[src/design/lrup_pkg.sv]
// Shared constants, types and state codes for the LRU page replacement block.
package lrup_pkg;

  localparam int FRAMES    = 8;
  localparam int PAGE_BITS = 16;

  // Fixed field widths of the streams and the register
  localparam int PAGE_IO_W  = 16;
  localparam int FIDX_IO_W  = 3;
  localparam int FAULT_W    = 32;
  localparam int CFG_W      = 4;
  localparam int IN_DATA_W  = 16;
  localparam int OUT_DATA_W = 56;

  localparam int AGE_W  = 4;
  localparam int FIDX_W = (FRAMES > 1) ? $clog2(FRAMES) : 1;
  localparam int CNT_W  = $clog2(FRAMES + 1);

  localparam logic [AGE_W-1:0]   AGE_MAX   = {AGE_W{1'b1}};
  localparam logic [FAULT_W-1:0] FAULT_MAX = {FAULT_W{1'b1}};
  localparam logic [CFG_W-1:0]   CFG_RESET = CFG_W'(8);

  typedef enum logic [1:0] {
    ST_IDLE,
    ST_SEARCH,
    ST_UPDATE
  } state_t;

  // Search record rippled along the row of frame cells
  typedef struct packed {
    logic                 hit_found;
    logic [FIDX_W-1:0]    hit_idx;
    logic [AGE_W-1:0]     hit_age;
    logic                 empty_found;
    logic [FIDX_W-1:0]    empty_idx;
    logic                 old_found;
    logic [FIDX_W-1:0]    old_idx;
    logic [AGE_W-1:0]     old_age;
    logic [PAGE_BITS-1:0] old_page;
  } scan_t;

  // Update broadcast to every cell
  typedef struct packed {
    logic                 en;
    logic                 hit;
    logic [FIDX_W-1:0]    idx;
    logic [AGE_W-1:0]     ref_age;
    logic [PAGE_BITS-1:0] page;
  } upd_t;

endpackage

[src/design/lru_page_replacement.sv]
// Top level: LRU page replacement over a row of frame cells.
// Usage:
//   in_*  : one page reference per item, page_number in in_tdata[15:0].
//   out_* : one result per reference: hit, frame holding the page, any evicted
//           page and the running fault count (saturates at all ones).
//   cfg_* : write of frames_in_use; 0 acts as 1, above 8 acts as 8. Write only
//           while no reference is in flight; cfg_ready is always high.
// Operation: a reference is taken in IDLE, searched as the scan ripples along the
//   frame cells in SEARCH, and written into the cells in UPDATE, which also loads
//   the output register; the next reference is taken only back in IDLE.
// A result waits in the output register while the receiver stalls; the next
//   reference is still taken and searched, and its update waits until the
//   output register frees. No stall is needed on an idle receiver.
// Reset (rst, synchronous): all frames empty, ages and fault count cleared,
//   frames_in_use back to 8. No clearing pass is needed.
module lru_page_replacement (
  input  logic                            clk,
  input  logic                            rst,
  input  logic                            in_tvalid,
  output logic                            in_tready,
  input  logic [lrup_pkg::IN_DATA_W-1:0]  in_tdata,   // [15:0] page_number
  output logic                            out_tvalid,
  input  logic                            out_tready,
  // [0] hit, [3:1] frame_index, [4] evicted_valid, [20:5] evicted_page,
  // [52:21] fault_count, [55:53] zero
  output logic [lrup_pkg::OUT_DATA_W-1:0] out_tdata,
  input  logic                            cfg_valid,
  output logic                            cfg_ready,
  input  logic [lrup_pkg::CFG_W-1:0]      cfg_data     // frames_in_use
);

  lrup_pkg::state_t state, state_next;

  logic [lrup_pkg::CFG_W-1:0]     frames_in_use;
  logic [lrup_pkg::CNT_W-1:0]     active_n;
  logic [lrup_pkg::FRAMES-1:0]    active;
  logic [lrup_pkg::PAGE_BITS-1:0] req_page;
  logic [lrup_pkg::FAULT_W-1:0]   faults;

  logic                           dec_hit;
  logic [lrup_pkg::FIDX_W-1:0]    dec_idx;
  logic [lrup_pkg::AGE_W-1:0]     dec_age;
  logic                           dec_ev_valid;
  logic [lrup_pkg::PAGE_BITS-1:0] dec_ev_page;

  lrup_pkg::scan_t chain [lrup_pkg::FRAMES+1];
  lrup_pkg::upd_t  upd;
  logic            upd_en;
  logic            in_accept;
  logic            out_free;

  assign cfg_ready = 1'b1;
  assign in_accept = in_tvalid && in_tready;
  assign out_free  = !out_tvalid || out_tready;

  always_ff @(posedge clk) begin
    if (rst) begin
      frames_in_use <= lrup_pkg::CFG_RESET;
    end else if (cfg_valid && cfg_ready) begin
      frames_in_use <= cfg_data;
    end
  end

  always_comb begin
    if (frames_in_use == '0) begin
      active_n = lrup_pkg::CNT_W'(1);
    end else if (int'(frames_in_use) > lrup_pkg::FRAMES) begin
      active_n = lrup_pkg::CNT_W'(lrup_pkg::FRAMES);
    end else begin
      active_n = lrup_pkg::CNT_W'(frames_in_use);
    end
  end

  assign chain[0] = '0;

  for (genvar i = 0; i < lrup_pkg::FRAMES; i++) begin : g_cell
    assign active[i] = (i < int'(active_n));
    lrup_cell u_cell (
      .clk      (clk),
      .rst      (rst),
      .idx      (lrup_pkg::FIDX_W'(i)),
      .active   (active[i]),
      .ref_page (req_page),
      .scan_in  (chain[i]),
      .scan_out (chain[i+1]),
      .upd      (upd)
    );
  end

  always_ff @(posedge clk) begin
    if (rst) begin
      state <= lrup_pkg::ST_IDLE;
    end else begin
      state <= state_next;
    end
  end

  always_comb begin
    state_next = state;
    in_tready  = 1'b0;
    upd_en     = 1'b0;
    case (state)
      lrup_pkg::ST_IDLE: begin
        in_tready = 1'b1;
        if (in_tvalid) begin
          state_next = lrup_pkg::ST_SEARCH;
        end
      end
      lrup_pkg::ST_SEARCH: begin
        state_next = lrup_pkg::ST_UPDATE;
      end
      lrup_pkg::ST_UPDATE: begin
        if (out_free) begin
          upd_en     = 1'b1;
          state_next = lrup_pkg::ST_IDLE;
        end
      end
      default: begin
        state_next = lrup_pkg::ST_IDLE;
      end
    endcase
  end

  assign upd = '{en: upd_en, hit: dec_hit, idx: dec_idx, ref_age: dec_age,
                 page: req_page};

  always_ff @(posedge clk) begin
    if (in_accept) begin
      req_page <= lrup_pkg::PAGE_BITS'(in_tdata[lrup_pkg::PAGE_IO_W-1:0]);
    end
  end

  // Decision taken from the far end of the chain
  always_ff @(posedge clk) begin
    if (state == lrup_pkg::ST_SEARCH) begin
      dec_hit      <= chain[lrup_pkg::FRAMES].hit_found;
      dec_age      <= chain[lrup_pkg::FRAMES].hit_age;
      dec_ev_valid <= !chain[lrup_pkg::FRAMES].hit_found &&
                      !chain[lrup_pkg::FRAMES].empty_found;
      dec_ev_page  <= chain[lrup_pkg::FRAMES].old_page;
      if (chain[lrup_pkg::FRAMES].hit_found) begin
        dec_idx <= chain[lrup_pkg::FRAMES].hit_idx;
      end else if (chain[lrup_pkg::FRAMES].empty_found) begin
        dec_idx <= chain[lrup_pkg::FRAMES].empty_idx;
      end else begin
        dec_idx <= chain[lrup_pkg::FRAMES].old_idx;
      end
    end
  end

  logic [lrup_pkg::FAULT_W-1:0] faults_next;

  assign faults_next = (!dec_hit && faults != lrup_pkg::FAULT_MAX) ?
                       faults + lrup_pkg::FAULT_W'(1) : faults;

  always_ff @(posedge clk) begin
    if (rst) begin
      faults     <= '0;
      out_tvalid <= 1'b0;
    end else begin
      if (upd_en) begin
        faults     <= faults_next;
        out_tvalid <= 1'b1;
      end else if (out_tready) begin
        out_tvalid <= 1'b0;
      end
    end
  end

  always_ff @(posedge clk) begin
    if (upd_en) begin
      out_tdata <= {3'b000,
                    faults_next,
                    dec_ev_valid ? lrup_pkg::PAGE_IO_W'(dec_ev_page) :
                                   lrup_pkg::PAGE_IO_W'(0),
                    dec_ev_valid,
                    lrup_pkg::FIDX_IO_W'(dec_idx),
                    dec_hit};
    end
  end

  a_fault_monotonic: assert property (@(posedge clk) disable iff (rst)
    !$past(rst) |-> faults >= $past(faults))
    else $error("fault count went backwards");

  a_update_gives_result: assert property (@(posedge clk) disable iff (rst)
    upd.en |=> out_tvalid && state == lrup_pkg::ST_IDLE)
    else $error("update did not deliver a result");

  a_hit_no_evict: assert property (@(posedge clk) disable iff (rst)
    (upd.en && upd.hit) |=> !out_tdata[4] && out_tdata[0])
    else $error("hit reported an eviction");

endmodule

[src/design/lrup_cell.sv]
// One page frame: page, valid mark and age, with its link of the search chain.
module lrup_cell (
  input  logic                           clk,
  input  logic                           rst,
  input  logic [lrup_pkg::FIDX_W-1:0]    idx,
  input  logic                           active,
  input  logic [lrup_pkg::PAGE_BITS-1:0] ref_page,
  input  lrup_pkg::scan_t                scan_in,
  output lrup_pkg::scan_t                scan_out,
  input  lrup_pkg::upd_t                 upd
);

  logic [lrup_pkg::PAGE_BITS-1:0] page;
  logic                           valid;
  logic [lrup_pkg::AGE_W-1:0]     age;
  logic [lrup_pkg::AGE_W-1:0]     age_inc;

  assign age_inc = (age != lrup_pkg::AGE_MAX) ? age + lrup_pkg::AGE_W'(1) : age;

  always_comb begin
    scan_out = scan_in;
    if (active && valid && page == ref_page && !scan_in.hit_found) begin
      scan_out.hit_found = 1'b1;
      scan_out.hit_idx   = idx;
      scan_out.hit_age   = age;
    end
    if (active && !valid && !scan_in.empty_found) begin
      scan_out.empty_found = 1'b1;
      scan_out.empty_idx   = idx;
    end
    // strict compare keeps the lowest frame on tied ages
    if (active && (!scan_in.old_found || age > scan_in.old_age)) begin
      scan_out.old_found = 1'b1;
      scan_out.old_idx   = idx;
      scan_out.old_age   = age;
      scan_out.old_page  = page;
    end
  end

  always_ff @(posedge clk) begin
    if (rst) begin
      valid <= 1'b0;
      age   <= '0;
    end else if (upd.en && active) begin
      if (upd.idx == idx) begin
        valid <= 1'b1;
        age   <= '0;
      end else if (valid && (!upd.hit || age < upd.ref_age)) begin
        age <= age_inc;
      end
    end
  end

  always_ff @(posedge clk) begin
    if (upd.en && active && upd.idx == idx && !upd.hit) begin
      page <= upd.page;
    end
  end

endmodule

[config.mk]
export PLATFORM = sky130hd
export DESIGN_NAME = lru_page_replacement
export DESIGN_NICKNAME = d
export VERILOG_FILES = /design/src/design/lrup_pkg.sv /design/src/design/lru_page_replacement.sv /design/src/design/lrup_cell.sv
export SDC_FILE = /design/constraint.sdc
export NUM_CORES = 1
export LEC_CHECK = 0
export ABC_AREA = 1
export BUFFER_PORTS_ARGS = -buffer_cell sky130_fd_sc_hd__buf_2
export CAP_MARGIN = 20
export CORE_MARGIN = 1
export CORE_UTILIZATION = 30
export CTS_BUF_LIST = sky130_fd_sc_hd__clkbuf_4 sky130_fd_sc_hd__clkbuf_8 sky130_fd_sc_hd__clkbuf_16
export CTS_CLUSTER_SIZE = 28
export DETAILED_ROUTE_END_ITERATION = 10
export PLACE_DENSITY = 0.47
export SETUP_SLACK_MARGIN = 0.2
export SLEW_MARGIN = 5
export SYNTH_ARGS = -nofsm -noshare
export SYNTH_HDL_FRONTEND = slang
export SYNTH_SLANG_ARGS = --single-unit
[constraint.sdc]
create_clock -name clk -period 16.5 [get_ports clk]
set_input_delay 0.825 -clock clk [delete_from_list [all_inputs] [get_ports clk]]
set_output_delay 0.825 -clock clk [all_outputs]
set_load 0.03 [all_outputs]
==> results of run 1 <==
## Yosys cell counts (7+ instances only)
library cell	number	area [sq um]
nand2_1	274	1030
o21bai_1	7	52.6
edfxtp_1	222	6670
clkbuf_1	36	135
inv_1	261	980
dfxtp_1	79	1580
o211ai_1	35	263
a21boi_0	8	60.1
o21ai_0	120	601
ha_1	57	713
nand2_2	9	56.3
nand3_1	63	315
nor3_1	54	270
o21ai_1	15	75.1
a21oi_1	100	500
a221oi_1	15	131
buf_4	8	60.1
o22ai_1	35	219
nor2_1	124	465
nand3_2	10	100
nor4_1	23	144
nand4_1	24	150
buf_2	8	40.0
a31oi_1	8	50.1
xor2_1	64	561
## registers in the layout, indices dropped and copies added (netlist names)
register and cells:
dec_ev_page 16, out_tvalid 1, out_tdata 53, req_page 16
dec_ev_valid 1, g_cell.u_cell.page 128, dec_age 4, frames_in_use 4
dec_hit 1, dec_idx 3, faults 32, g_cell.u_cell.valid 8
state 2, g_cell.u_cell.age 32
## logic make-up (layout without fill, tap and decap cells)
logic type / count (synthesis) / count (layout)
simple gates: 605 / 605
compound gates: 379 / 379
buf+inv: 334 / 442
flops: 301 / 301
xor+xnor: 70 / 70
fa+ha+maj: 57 / 57
mux: 3 / 3
other cells: 2 / 4
## layout make-up
cell class / count / area share (%)
clock buffers: 47 / 5.60
clock inverters: 17 / 0.636
inverters: 271 / 5.56
multi-input cells: 1118 / 35.0
flip-flops and latches: 301 / 45.1
well taps: 688 / 4.70
repair buffers: 107 / 3.44
## routing by layer
layer	vias to the layer above	global-route usage [%]
li1	6203	-
met1	6093	24.2
met2	389	28.4
met3	101	2.51
met4	0	6.50
met5	-	0
## power by group through the flow
stage,combinational (mW),sequential (mW),clock (mW)
5_1_grt,0.546,0.888,0.819
3_3_place_gp,0.481,0.901,0
6_report,0.488,0.886,0.772
3_5_place_dp,0.485,0.901,0
2_1_floorplan,0.348,0.907,0
4_1_cts,0.486,0.886,0.794
## how the worst max path moves through the flow
stage	from	to	slack, ns
detailed placement	g_cell[0].u_cell.age[2]$_SDFFE_PP0P_	dec_idx[2]$_DFFE_PN_	4.73
global placement	g_cell[0].u_cell.age[2]$_SDFFE_PP0P_	dec_idx[2]$_DFFE_PN_	5.25
CTS	g_cell[0].u_cell.age[2]$_SDFFE_PP0P_	dec_idx[2]$_DFFE_PN_	4.69
floorplan	g_cell[0].u_cell.age[2]$_SDFFE_PP0P_	dec_idx[2]$_DFFE_PN_	8.31
finish	g_cell[0].u_cell.age[2]$_SDFFE_PP0P_	dec_idx[2]$_DFFE_PN_	5.01
global route	g_cell[0].u_cell.age[2]$_SDFFE_PP0P_	dec_idx[2]$_DFFE_PN_	3.94
## critical path: cells and delay by family, from the launching register on
kind / cells / cell delay [ns]
AOI/OAI and AO/OA: 12 / 2.07
adders and majority gates: 7 / 2.18
buffers and inverters: 9 / 1.22
DFF: 1 / 0.43
and+or+nand+nor: 28 / 5.33
==> flow_summary.yaml, run 1 <==
status:
  status: "finished clean"
yosys:
  synthMuxAreaShare_pct: 0.211
  synth-xor-area-share_pct: 3.83
  synth_cells: 1751
  synthFlopType: "edfxtp_1"
  synth_top_family_by_area: "simple AND/OR/NAND/NOR gates"
  yosysUniqueCellTypes: 57
  ys_warn_count: 0
  synth-edff-count: 222
  async_reset_ff_share_pct: 0
  synthSimpleGateAreaFrac_pct: 17.3
  syn_avg_cell_area_sq_um: 9.13
  ys_seq_area_share_pct: 51.6
  synth_compound_area_share_pct: 14.1
  synth_seq_cells: 301
  netlist_area_sq_mm: 0.0160
  synth_fa_ha_area_share_pct: 4.46
cts:
  max-clock-path-buffers: 3
  cts_setup_buffers: 0
  clkTransAtPathRegs_ns: 0.06
  cts_buffers: 36
  ctsHoldBuffers: 0
  insertion_delay_ns: 0.55
  cts_sinks: 301
  root_buffer: "clkbuf_16"
  cts_tree: "done"
  cts_htree_levels: 2
  ctsResizeCount: 0
drt:
  wl_per_cell_um: 18.9
  wirelength_mm: 48.2
  vias_per_cell: 5.02
  ant_nets: 0
  routed.top_layer: "met4"
  drt_first_pass_iters: 5
  met3_wirelength_mm: 2.56
  dr_wl_met2_mm: 21.9
  drc: 0
  vias: 12800
  dr.first_iter.drc_count: 1000
  wl_met1_mm: 22.1
pwr:
  swShare_pct: 31.4
  clkPwrFrac_pct: 36.0
  power_switching_mw: 0.674
  power_density_mw_per_mm2: 117
  vdd_drop_max_uv: 65.0
  p_total_mw: 2.15
  internal_power_mw: 1.47
  combPwrFrac_pct: 22.7
  p_leak_nw: 7.49
  pwr-share-seq_pct: 41.3
sta:
  fin_crit_sh_pct: 69.6
  timing.slew.headroom_pct: 37.0
  post-route-min-period_ns: 11.49
  rsz0062_at_grt: "no"
  fin_worst_skew_ns: 0.0186
  hold_slack_ns: 0.451
  final_hold_viol_count: 0
  setup_tns_ns: 0
  finalSetupViolations: 0
  fmax_ghz: 0.0871
  slew_viol_final: 0
  layout_setup_ws_ns: 5.01
  worstMarginPinSlew_ns: 0.921
critical_path:
  crit_slowest_cell: "inv_1"
  cp-end-kind: "flop"
  max_stage_delay_ns: 0.52
  r2r_setup_slack_ns: 5.01
  cpMostUsedCell: "nand2_1"
  start_kind: "flop"
  arrival_ns: 11.79
  worstReg2RegEnd: "dec_idx[2]$_DFFE_PN_"
  cp_max_fo: 42
  crit_required_ns: 16.81
  rr_startpoint: "g_cell[0].u_cell.age[2]$_SDFFE_PP0P_"
  reg2regPathDepth: 56
  worstSetupPathType: "reg -> reg"
floorplanning:
  die_w_um: 233
  ios: 84
  die-area_sq_mm: 0.0542
  floorplan.initialDensity_pct: 30.4
  num_rows: 84
  die-height_um: 233
  core_sq_mm: 0.0527
cells_and_area:
  final_common_cell: "nand2_1"
  num-nets-final: 1917
  nFillCells: 5331
  final_area_sq_mm: 0.0183
  fin_util_pct: 34.8
  n_antenna_cell: 0
  layout-area-overhead-vs-synth_pct: 14.5
  drive_gt1_share_pct: 11.7
  final-instance-count-excl-fill: 2549
  mostFrequentLayoutCells: "273 x nand2_1, 261 x inv_1, 222 x edfxtp_1"
  multiInputGateArea_sq_mm: 0.00641
  seqCellArea_sq_mm: 0.00825
hold_path:
  hp-start: "in_tdata[1]"
  min_delay_path_depth: 1
  min-delay-path-class: "in -> reg"
  min_to: "req_page[1]$_DFFE_PP_"
placed_design:
  placed_cells: 2483
  gp_congestion: 0.920
  io_buffers: 79
  dp_hpwl_mm: 35.2
  placed_area_sq_mm: 0.0171
  dp_slack_ns: 4.73
flow_run:
  cap_violations: 0
global_routing:
  grt_usage_pct: 17.7
  grt_overflow: 0
  antenna_found_initial: 0
  first_global_vias: 12300
  grt_max_degree: 66
  grt_pass1_wl_mm: 72.5
Note: power is estimated with default switching activity, not from simulation.
==> inputs of run 2 (changes only) <==
- clock period: 16.5 -> 11.8 ns (I/O delays scaled with it)
==> run 2 against run 1 <==
Global-route usage rose by 0.19 points; utilization is 0.28 points higher; critical path depth unchanged; register-to-register slack worse by 3.5 ns; flip-flop and latch count stayed put; worst setup slack lost 3.5 ns; die area stayed put; critical endpoint unchanged; highest routed layer unchanged.
==> flow_summary.yaml, run 2 (synthesis gave the netlist of run 1 again) <==
floorplanning:
  die-height_um: 233
  floorplan.initialDensity_pct: 30.4
  die-area_sq_mm: 0.0542
  ios: 84
  num_rows: 84
  core_sq_mm: 0.0527
  die_w_um: 233
cts:
  cts_htree_levels: 2
  max-clock-path-buffers: 3
  cts_setup_buffers: 0
  cts_buffers: 37
  clkTransAtPathRegs_ns: 0.06
  cts_tree: "done"
  cts_sinks: 301
  root_buffer: "clkbuf_16"
  insertion_delay_ns: 0.55
critical_path:
  crit_required_ns: 12.09
  max_stage_delay_ns: 0.43
  worstSetupPathType: "reg -> reg"
  r2r_setup_slack_ns: 1.48
  crit_slowest_cell: "dfxtp_1"
  cp-end-kind: "flop"
  rr_startpoint: "g_cell[0].u_cell.age[2]$_SDFFE_PP0P_"
  arrival_ns: 10.61
  crit_end: "dec_idx[2]$_DFFE_PN_"
  startpoint: "g_cell[0].u_cell.age[2]$_SDFFE_PP0P_"
  cpMostUsedCell: "nand2_1"
  start_kind: "flop"
  cp_max_fo: 42
  reg2regPathDepth: 56
  worstReg2RegEnd: "dec_idx[2]$_DFFE_PN_"
cells_and_area:
  drive_gt1_share_pct: 12.0
  largest_register_ffs: 128
  n_antenna_cell: 0
  final_common_cell: "nand2_1"
  top_regs: "g_cell.u_cell.page x128, out_tdata x53"
  mostFrequentLayoutCells: "273 x nand2_1, 261 x inv_1, 222 x edfxtp_1"
  layout-area-overhead-vs-synth_pct: 15.4
  num-nets-final: 1921
  final_area_sq_mm: 0.0185
  top_register: "g_cell.u_cell.page"
  final-instance-count-excl-fill: 2553
  fin_util_pct: 35.0
sta:
  rsz0062_at_grt: "no"
  worstMarginPinSlew_ns: 0.819
  setup_tns_ns: 0
  slew_viol_final: 0
  fin_crit_sh_pct: 87.5
  fin_worst_skew_ns: 0.0253
  finalSetupViolations: 0
  timing.slew.headroom_pct: 45.4
  post-route-min-period_ns: 10.32
  fmax_ghz: 0.0969
  final_hold_viol_count: 0
flow_run:
  cap_violations: 0
status:
  status: "finished clean"
pwr:
  vdd_drop_max_uv: 119
  p_leak_nw: 7.56
  power_density_mw_per_mm2: 168
placed_design:
  placed_cells: 2487
  placed_area_sq_mm: 0.0172
  gp_congestion: 0.920
  dp_hpwl_mm: 35.1
  io_buffers: 79
drt:
  vias_per_cell: 5.06
  ant_nets: 0
  drt_first_pass_iters: 6
  drc: 0
  dr.first_iter.drc_count: 1246
  wl_per_cell_um: 18.9
  vias: 12900
  wirelength_mm: 48.3
global_routing:
  grt_overflow: 0
  grt_pass1_wl_mm: 73.5
  grt_usage_pct: 17.9
  antenna_found_initial: 0
  first_global_vias: 12300
  grt_max_degree: 66
hold_path:
  min-delay-path-class: "in -> reg"
[run 2: changes by cell type in the layout (fill, tap and decap cells not counted), sizes merged]
cell,before,now
clkinvlp,0,1
bufinv,1,5
buf,107,110
clkbuf,47,49
clkinv,21,15
[run 2: per-stage QoR]
stage	total power [mW]	setup WS, ns	hold slack [ns]
floorplan	1.75	3.61	0.424
global placement	1.95	1.48	0.467
detailed placement	1.95	1.11	0.468
CTS	3.15	1.06	0.181
global route	3.27	0.407	0.189
finish	3.11	1.48	0.206
[run 2: worst max-delay path, delay by kind of cell, from the launching register on]
family                   cells  cell delay, ns
flip-flops                   1            0.43
buffers and inverters       10            1.29
AO/OA/AOI/OAI               12            2.13
AND/OR/NAND/NOR             27            4.08
adder cells (fa/ha/maj)      7            2.12
[run 2: metal layers]
metal	part of all wire, %	routed length, um	GRT usage [%]
met1	46	22000	25.0
met2	46	22100	28.5
met3	5.8	2800	2.37
met4	2.8	1370	5.98
met5	0	0	0
[run 2: worst min path at each step]
| stage | from | to | cells past startpoint |
|---|---|---|---|
| 2_1_floorplan | dec_ev_valid$_DFFE_PN_ | out_tdata[4]$_DFFE_PP_ | 0 |
| 3_3_place_gp | frames_in_use[0]$_SDFFE_PP0P_ | frames_in_use[0]$_SDFFE_PP0P_ | 2 |
| 3_5_place_dp | frames_in_use[0]$_SDFFE_PP0P_ | frames_in_use[0]$_SDFFE_PP0P_ | 2 |
| 4_1_cts | in_tdata[7] | req_page[7]$_DFFE_PP_ | 1 |
| 5_1_grt | in_tdata[6] | req_page[6]$_DFFE_PP_ | 1 |
| 6_report | in_tdata[8] | req_page[8]$_DFFE_PP_ | 1 |
[run 2: final cells by class]
cell class / count / area (sq um)
clock buffers: 49 / 1040
inverters: 271 / 1020
multi-input cells: 1118 / 6420
fillers: 5382 / 34200
repair buffers: 110 / 648
well taps: 688 / 861
flip-flops and latches: 301 / 8250
clock inverters: 16 / 221
[run 2: power breakdown]
| group | internal, mW | switching, mW |
|---|---|---|
| logic | 0.206 | 0.483 |
| registers | 1.22 | 0.0170 |
| clock network | 0.731 | 0.454 |
[run 2: timing repair]
item / CTS / global route
setup endpoints to repair: 0 / 4
resized for setup: 0 / 2
hold buffers: 0 / 0
